==> src/hw/rtl/lbpc_pkg.sv <==
// ----------------------------------------------------------------------------
// lbpc_pkg: shared types and constants for the LED beacon power controller
// Request/response payloads, controller state, event and timer codes.
// ----------------------------------------------------------------------------
`default_nettype none

package lbpc_pkg;

   // Phase counter length (8..256)
   localparam int PHASES  = 32;
   localparam int PHASE_W = $clog2(PHASES);

   localparam logic [PHASE_W-1:0] PHASE_LAST      = PHASE_W'(PHASES - 1);
   localparam logic [PHASE_W-1:0] PHASE_FLASH_MID = PHASE_W'(PHASES - 2);
   localparam logic [PHASE_W-1:0] PHASE_SAMPLE    = PHASE_W'(PHASES - 3);

   localparam int LIGHT_W  = 10;
   localparam int MODE_W   = 8;
   localparam int ONTIME_W = 24;
   localparam int CSR_W    = 24;

   localparam logic [MODE_W-1:0]   MODE_OFF = 8'h00;
   localparam logic [MODE_W-1:0]   MODE_ON  = 8'hFF;

   localparam logic [LIGHT_W-1:0]  DARK_THRESHOLD_RST = 10'd600;
   localparam logic [ONTIME_W-1:0] ON_TIME_TICKS_RST  = 24'((3600000 * 12) / (32 * 120));

   // event kinds
   localparam logic CMD_BUTTON = 1'b0;
   localparam logic CMD_TICK   = 1'b1;

   // timer interval codes
   localparam logic [1:0] WAIT_STOP  = 2'd0;
   localparam logic [1:0] WAIT_SHORT = 2'd1;
   localparam logic [1:0] WAIT_LONG  = 2'd2;

   // flash length codes
   localparam logic [1:0] FLASH_NONE  = 2'd0;
   localparam logic [1:0] FLASH_BRIEF = 2'd1;
   localparam logic [1:0] FLASH_MID   = 2'd2;
   localparam logic [1:0] FLASH_LONG  = 2'd3;

   // register indexes
   localparam logic REG_DARK_THRESHOLD = 1'b0;
   localparam logic REG_ON_TIME_TICKS  = 1'b1;

   typedef struct packed {
      logic               cmd;
      logic               button_held;
      logic [LIGHT_W-1:0] light_level;
   } lbpc_req_type;

   typedef struct packed {
      logic              accepted;
      logic [1:0]        flash_length;
      logic [1:0]        next_wait;
      logic              button_wake;
      logic [MODE_W-1:0] mode_value;
   } lbpc_rsp_type;

   typedef struct packed {
      logic [MODE_W-1:0]   mode;
      logic [PHASE_W-1:0]  phase;
      logic [ONTIME_W-1:0] on_remaining;
      logic                is_dark;
      logic                button_wake_enabled;
      logic [1:0]          timer_wait;
   } lbpc_state_type;

   typedef struct packed {
      logic [LIGHT_W-1:0]  dark_threshold;
      logic [ONTIME_W-1:0] on_time_ticks;
   } lbpc_cfg_type;

endpackage

`default_nettype wire

==> src/hw/rtl/lbpc_step.sv <==
// ----------------------------------------------------------------------------
// lbpc_step: one-event state update
// Combinational next state and response for a single request.
// ----------------------------------------------------------------------------
`default_nettype none

module lbpc_step (
   input  wire lbpc_pkg::lbpc_state_type state,
   input  wire lbpc_pkg::lbpc_cfg_type   cfg,
   input  wire lbpc_pkg::lbpc_req_type   req,
   output lbpc_pkg::lbpc_state_type      next_state,
   output lbpc_pkg::lbpc_rsp_type        rsp
);
   import lbpc_pkg::*;

   logic           take;
   lbpc_state_type nxt;
   logic [1:0]     flash;

   always_comb begin
      if (req.cmd == CMD_BUTTON) begin
         take = state.button_wake_enabled;
      end else begin
         take = (state.timer_wait != WAIT_STOP);
      end

      nxt = state;
      if (take) begin
         if (req.cmd == CMD_BUTTON) begin
            nxt.button_wake_enabled = 1'b0;
            nxt.timer_wait          = WAIT_SHORT;
            nxt.mode                = state.mode - 8'd1;
         end else begin
            nxt.timer_wait = WAIT_STOP;
            if (!req.button_held) begin
               nxt.button_wake_enabled = 1'b1;
               if (state.mode != MODE_OFF && state.on_remaining != '0) begin
                  nxt.mode       = MODE_ON;
                  nxt.timer_wait = WAIT_LONG;
                  if (state.phase == PHASE_LAST) begin
                     nxt.on_remaining = state.on_remaining - ONTIME_W'(1);
                  end
               end else begin
                  // on-time used up or mode ran to zero: switch off, reload
                  nxt.on_remaining = cfg.on_time_ticks;
                  nxt.mode         = MODE_OFF;
               end
            end else begin
               if (state.mode != MODE_OFF) begin
                  nxt.mode = state.mode - 8'd1;
               end
               nxt.timer_wait = WAIT_SHORT;
            end
            if (state.phase == PHASE_LAST) begin
               nxt.phase = '0;
            end else begin
               nxt.phase = state.phase + PHASE_W'(1);
            end
         end

         // light sample whenever an accepted event leaves the phase at the sample point, only with the button released
         if (nxt.phase == PHASE_SAMPLE && !req.button_held) begin
            nxt.is_dark = (req.light_level > cfg.dark_threshold);
         end
      end

      flash = FLASH_NONE;
      if (take && nxt.mode != MODE_OFF) begin
         flash = FLASH_BRIEF;
         if (nxt.mode == MODE_ON && nxt.is_dark) begin
            if (nxt.phase == PHASE_FLASH_MID) begin
               flash = FLASH_MID;
            end else if (nxt.phase == PHASE_LAST) begin
               flash = FLASH_LONG;
            end
         end
      end
   end

   assign next_state       = nxt;
   assign rsp.accepted     = take;
   assign rsp.flash_length = flash;
   assign rsp.next_wait    = nxt.timer_wait;
   assign rsp.button_wake  = nxt.button_wake_enabled;
   assign rsp.mode_value   = nxt.mode;

endmodule

`default_nettype wire

==> src/hw/rtl/led_beacon_power_controller.sv <==
// ----------------------------------------------------------------------------
// led_beacon_power_controller: flashing beacon mode/phase controller
// Handles button-wake and timer-tick events, reports flash and timer setup.
// ----------------------------------------------------------------------------
// Usage:
//   req_*  : one request per event (button wake or timer tick) with the
//            button level and the averaged light reading. Disabled events
//            still return a response with accepted = 0 and state unchanged.
//   rsp_*  : one response per request: flash length, next timer interval,
//            button wake enable and the mode byte after the event.
//   csr_*  : register writes (0 dark_threshold, 1 on_time_ticks), taken in
//            the cycle csr_we is high; write only while the block is idle.
// Timing:
//   The whole update is one combinational pass from the controller state
//   and the request into the state registers and the response register.
//   The response is registered; a request can be taken every cycle while req_ready is high.
//   req_ready is high while the response register is empty or being read,
//   so a stalled receiver holds the response and back-pressures requests.
// Reset:
//   Synchronous, active high. Mode off, phase 0, on-time countdown 11250,
//   not dark, button wake enabled, timer stopped, registers to defaults.
// ----------------------------------------------------------------------------
`default_nettype none

module led_beacon_power_controller (
   input  wire                          clock,
   input  wire                          reset,
   // request channel
   input  wire                          req_valid,
   output logic                         req_ready,
   input  wire lbpc_pkg::lbpc_req_type  req_data,
   // response channel
   output logic                         rsp_valid,
   input  wire                          rsp_ready,
   output lbpc_pkg::lbpc_rsp_type       rsp_data,
   // register write port
   input  wire                          csr_we,
   input  wire                          csr_index,
   input  wire [lbpc_pkg::CSR_W-1:0]    csr_wdata
);
   import lbpc_pkg::*;

   lbpc_state_type state_ff;
   lbpc_state_type state_in;
   lbpc_cfg_type   cfg_ff;
   lbpc_rsp_type   rsp_ff;
   lbpc_rsp_type   rsp_in;
   logic           rsp_valid_ff;
   logic           req_fire;

   // output register frees up when drained in the same cycle
   assign req_ready = !rsp_valid_ff || rsp_ready;
   assign req_fire  = req_valid && req_ready;

   lbpc_step u_step (
      .state      (state_ff),
      .cfg        (cfg_ff),
      .req        (req_data),
      .next_state (state_in),
      .rsp        (rsp_in)
   );

   // controller state: advances only on an accepted request
   always_ff @(posedge clock) begin
      if (reset) begin
         state_ff.mode                <= MODE_OFF;
         state_ff.phase               <= '0;
         state_ff.on_remaining        <= ON_TIME_TICKS_RST;
         state_ff.is_dark             <= 1'b0;
         state_ff.button_wake_enabled <= 1'b1;
         state_ff.timer_wait          <= WAIT_STOP;
      end else if (req_fire) begin
         state_ff <= state_in;
      end
   end

   // configuration registers
   always_ff @(posedge clock) begin
      if (reset) begin
         cfg_ff.dark_threshold <= DARK_THRESHOLD_RST;
         cfg_ff.on_time_ticks  <= ON_TIME_TICKS_RST;
      end else if (csr_we) begin
         case (csr_index)
            REG_DARK_THRESHOLD: cfg_ff.dark_threshold <= csr_wdata[LIGHT_W-1:0];
            REG_ON_TIME_TICKS:  cfg_ff.on_time_ticks  <= csr_wdata[ONTIME_W-1:0];
            default:            cfg_ff                <= cfg_ff;
         endcase
      end
   end

   // response register
   always_ff @(posedge clock) begin
      if (reset) begin
         rsp_valid_ff <= 1'b0;
      end else if (req_fire) begin
         rsp_valid_ff <= 1'b1;
      end else if (rsp_ready) begin
         rsp_valid_ff <= 1'b0;
      end
   end

   always_ff @(posedge clock) begin
      if (req_fire) begin
         rsp_ff <= rsp_in;
      end
   end

   assign rsp_valid = rsp_valid_ff;
   assign rsp_data  = rsp_ff;

   // ------------------------------------------------------------------------
   // Assertions
   // ------------------------------------------------------------------------

   // every accepted request produces a response in the next cycle
   a_req_to_rsp: assert property (@(posedge clock) disable iff (reset)
      req_fire |=> rsp_valid_ff)
      else $error("accepted request did not load the response register");

   // a stopped timer must leave the button able to wake the beacon
   a_no_deadlock: assert property (@(posedge clock) disable iff (reset)
      (state_ff.timer_wait == WAIT_STOP) |-> state_ff.button_wake_enabled)
      else $error("timer stopped with button wake disabled");

   // timer code stays within the defined intervals
   a_wait_code: assert property (@(posedge clock) disable iff (reset)
      (state_ff.timer_wait == WAIT_STOP) || (state_ff.timer_wait == WAIT_SHORT) ||
      (state_ff.timer_wait == WAIT_LONG))
      else $error("undefined timer interval code");

   // no flash while the beacon is off, and none for an ignored event
   a_flash_off: assert property (@(posedge clock) disable iff (reset)
      rsp_valid_ff && (rsp_ff.flash_length != FLASH_NONE) |->
         (rsp_ff.mode_value != MODE_OFF) && rsp_ff.accepted)
      else $error("flash reported with beacon off or event ignored");

endmodule

`default_nettype wire

==> config.mk <==
export PLATFORM = sky130hd
export DESIGN_NAME = led_beacon_power_controller
export DESIGN_NICKNAME = d
export VERILOG_FILES = /design/src/hw/rtl/lbpc_pkg.sv /design/src/hw/rtl/lbpc_step.sv /design/src/hw/rtl/led_beacon_power_controller.sv
export SDC_FILE = /design/constraint.sdc
export NUM_CORES = 1
export LEC_CHECK = 0
export BUFFER_PORTS_ARGS = -buffer_cell sky130_fd_sc_hd__buf_2
export CAP_MARGIN = 20
export CORE_ASPECT_RATIO = 2
export CORE_MARGIN = 5
export CORE_UTILIZATION = 42
export CTS_BUF_LIST = sky130_fd_sc_hd__clkbuf_4
export DETAILED_ROUTE_END_ITERATION = 12
export GPL_TIMING_DRIVEN = 0
export PLACE_DENSITY = 0.71
export SLEW_MARGIN = 20
export SYNTH_ARGS = -nofsm -noshare
export SYNTH_HDL_FRONTEND = slang
export SYNTH_SLANG_ARGS = --single-unit
export TNS_END_PERCENT = 10
==> constraint.sdc <==
create_clock -name clock -period 2.7 [get_ports clock]
set_input_delay 0.27 -clock clock [delete_from_list [all_inputs] [get_ports clock]]
set_output_delay 0.27 -clock clock [all_outputs]
set_load 0.005 [all_outputs]
==> results_dict.tcl <==
set metrics [dict create \
    outcome "finished, final reports clean" \
    grt_pass1_vias 4918 \
    cts-root-buf "clkbuf_4" \
    p_per_area_nw_per_um2 525.5 \
    placed_cells 800 \
    ff2ff_path_depth 10 \
    die-area_um2 13930 \
    fin_skew_ps 13.26 \
    holdPathStages 3 \
    drt-wirelength-per-cell_um 18.31 \
    dpl_cell_area_um2 5305 \
    setup_viol 0 \
    synthCells 603 \
    cts_buffer_depth 2 \
    routed_via_density 5.893 \
    drv_cap 0 \
    cts_tree "yes" \
    fmax_ghz 0.3770 \
    ant_nets 0 \
    vias 4862 \
    core_area_um2 11350 \
    grtUsageTotal 0.2149 \
    required_ps 2920 \
    critPathCaptureType "flop" \
    syn_avg_cell_area_um2 8.045 \
    startpoint_type "flop" \
    period_share 0.9825 \
    synthDistinctLibCells 73 \
    io_buffers 55 \
    clk_pin_slew_ps 130 \
    ys_seq_area_frac 0.4003 \
    netlist_area_um2 4851 \
    vdd_drop_max_mv 0.3141 \
    fin_crit_ps 2653 \
    syn2layout_area_growth_pct 16.92 \
    cts_inserted_buffers 9 \
    grt_max_degree 24 \
    synth_nets 660 \
    fillCellCount 1112 \
    initialDrtViolationCount 289 \
    worst_pin_slew_ps 998.0 \
    ys_ff_latch 90 \
    min_to "cfg_ff[13]" \
    yosys.area.top_type "dfxtp_1" \
    synthMostInstantiatedCell "nand2_1" \
    finalHoldViolations 0 \
    cp_max_fo 7 \
    die-width_um 85.99 \
    synth_top_cell_area_share 0.3136 \
    antenna_found_initial 1 \
    synth_edf_count 14 \
    row_count 55 \
    ios 58 \
    grt_overflow_total 0 \
    final_area_um2 5672 \
    hpwl_um 11340 \
    arrival_ps 2870 \
    gp_congestion 1.021 \
    clkLatencyLatePin_ps 470 \
    fin_nets 734 \
    drv_slew 0 \
    synth.top_cells.by_count "97 x nand2_1, 76 x dfxtp_1, 59 x nor2_1" \
    ff2ff_setup_slack_ps 50 \
    htreeDepth 3 \
    synthFlopType "dfxtp_1" \
    utilization 0.4995 \
    slew_headroom 0.3286 \
    finalNonFillerCells 825 \
    rsz0062_at_grt "true" \
    p_leak_uw 0.002246 \
    cts.sinks 90 \
    synthTopCellsByArea "dfxtp_1 31%, edfxtp_1 8.7%, nand2_1 7.5%, a21oi_1 5.8%, nor2_1 4.6%" \
    drive_gt1_frac 0.1877 \
    die_h_um 162.0 \
    totalPowerFinal_uw 2980 \
    r2r-end "rsp_data[11]" \
    start_util 0.4272 \
    ctsHoldBuffers 0 \
    worstHoldStart "csr_wdata[13]" \
    finalWirelength_um 15110 \
    ys_async_sr_fraction 0 \
    hold_path_class "input pin to flop" \
    r2r-start "state_ff[34]" \
    drtPass1Iterations 5 \
    ys_warn_count 0 \
    crit_type "flop to flop" \
    grt_pass1_wl_um 23370 \
    drc 0 \
]
[worst max-delay path, cell delays in order, from the launching register on]
cell	delay [ps]
dfxtp_2	420
inv_1	80
ha_1	190
or3b_4	290
o31ai_4	80
buf_6	150
or3_2	480
o211ai_4	150
and4b_1	250
and4_4	240
a31oi_1	80
[flip-flops by register name, indices dropped and copies added (netlist names)]
name and flops:
state_ff 41, cfg_ff 34, rsp_valid 1, rsp_data 14
[worst max path at each step]
stage                 startpoint           end  slack [ps]  cells past startpoint
floorplan           state_ff[33]  rsp_data[12]         220                      9
global placement     state_ff[4]  rsp_data[12]        -380                     10
detailed placement   state_ff[4]   state_ff[4]        -350                      9
CTS                 state_ff[18]  rsp_data[12]          10                      7
global route         state_ff[4]  state_ff[25]         -20                      9
finish              state_ff[34]  rsp_data[11]          50                     10
[final cells by class]
type                       count  area [µm²]  area share
clock buffer                  10       75.07     0.01324
clock inverter                 6       81.33     0.01434
tap                          142       177.7     0.03133
timing repair buffer          65       354.1     0.06243
multi-input combinational    451        2786      0.4913
sequential                    90        1952      0.3441
buffer                        31       133.9     0.02360
inverter                      29       108.9     0.01919
antenna                        1       2.502   0.0004412
[kinds of logic (layout without fill, tap and decap cells)]
family                     after synthesis  count (layout)  share of synthesized area
muxes                                    3               3                   0.006191
other                                    0               1                          0
and+or+nand+nor                        262             262                     0.2729
adders and majority gates               15              15                    0.03869
AOI/OAI and AO/OA                      171             171                     0.2321
buffers and inverters                   62             141                    0.04978
DFF                                     90              90                     0.4003
[placed cells by master, fill, tap and decap left out, types with 5 or more instances in the layout]
master | Yosys | routed
nand4_1 | 10 | 10
nand2b_1 | 9 | 9
nor4_1 | 7 | 6
a2bb2oi_1 | 5 | 5
nand3_1 | 9 | 9
a211oi_1 | 13 | 13
a31oi_1 | 8 | 8
clkbuf_2 | 0 | 7
nand2_1 | 97 | 95
buf_2 | 1 | 56
o21ai_1 | 9 | 8
dfxtp_1 | 76 | 72
clkbuf_4 | 0 | 10
edfxtp_1 | 14 | 14
nor3_1 | 20 | 20
a22oi_1 | 5 | 5
nand3b_1 | 12 | 12
a21o_1 | 7 | 7
o21ai_0 | 25 | 25
buf_4 | 0 | 9
inv_1 | 27 | 26
a211o_1 | 5 | 5
clkbuf_1 | 31 | 22
ha_1 | 15 | 13
a21oi_1 | 56 | 56
nor2_1 | 59 | 58
o21a_1 | 6 | 5
[layer usage]
layer	part of all wire	vias up	wire, µm	track usage
li1	-	2314	-	-
met1	0.33	2269	4984	0.1910
met2	0.54	206	8229	0.3960
met3	0.055	73	832	0.04569
met4	0.070	0	1062	0.1787
met5	0	-	0	0
[per-stage QoR]
| step | hold WS (ps) | TNS [ps] | setup slack, ps |
|---|---|---|---|
| 2_1_floorplan | 387.8 | 0 | 223.9 |
| 3_3_place_gp | 446.7 | -4924 | -378.3 |
| 3_5_place_dp | 452.2 | -5708 | -349.2 |
| 4_1_cts | 11.76 | 0 | 13.87 |
| 5_1_grt | 11.73 | -35.71 | -19.83 |
| 6_report | 10.33 | 0 | 47.26 |
[power breakdown]
part	switching [µW]	internal [µW]
clock	470	380
sequential	44.6	1440
combinational	415	233
[timing repair]
item / in CTS / in global routing
gates resized for setup: 22 / 17
endpoints found under the setup margin: 28 / 17
buffers inserted: 6 / 4
pin swaps: 5 / 6
(Power assumes the default switching activity.)
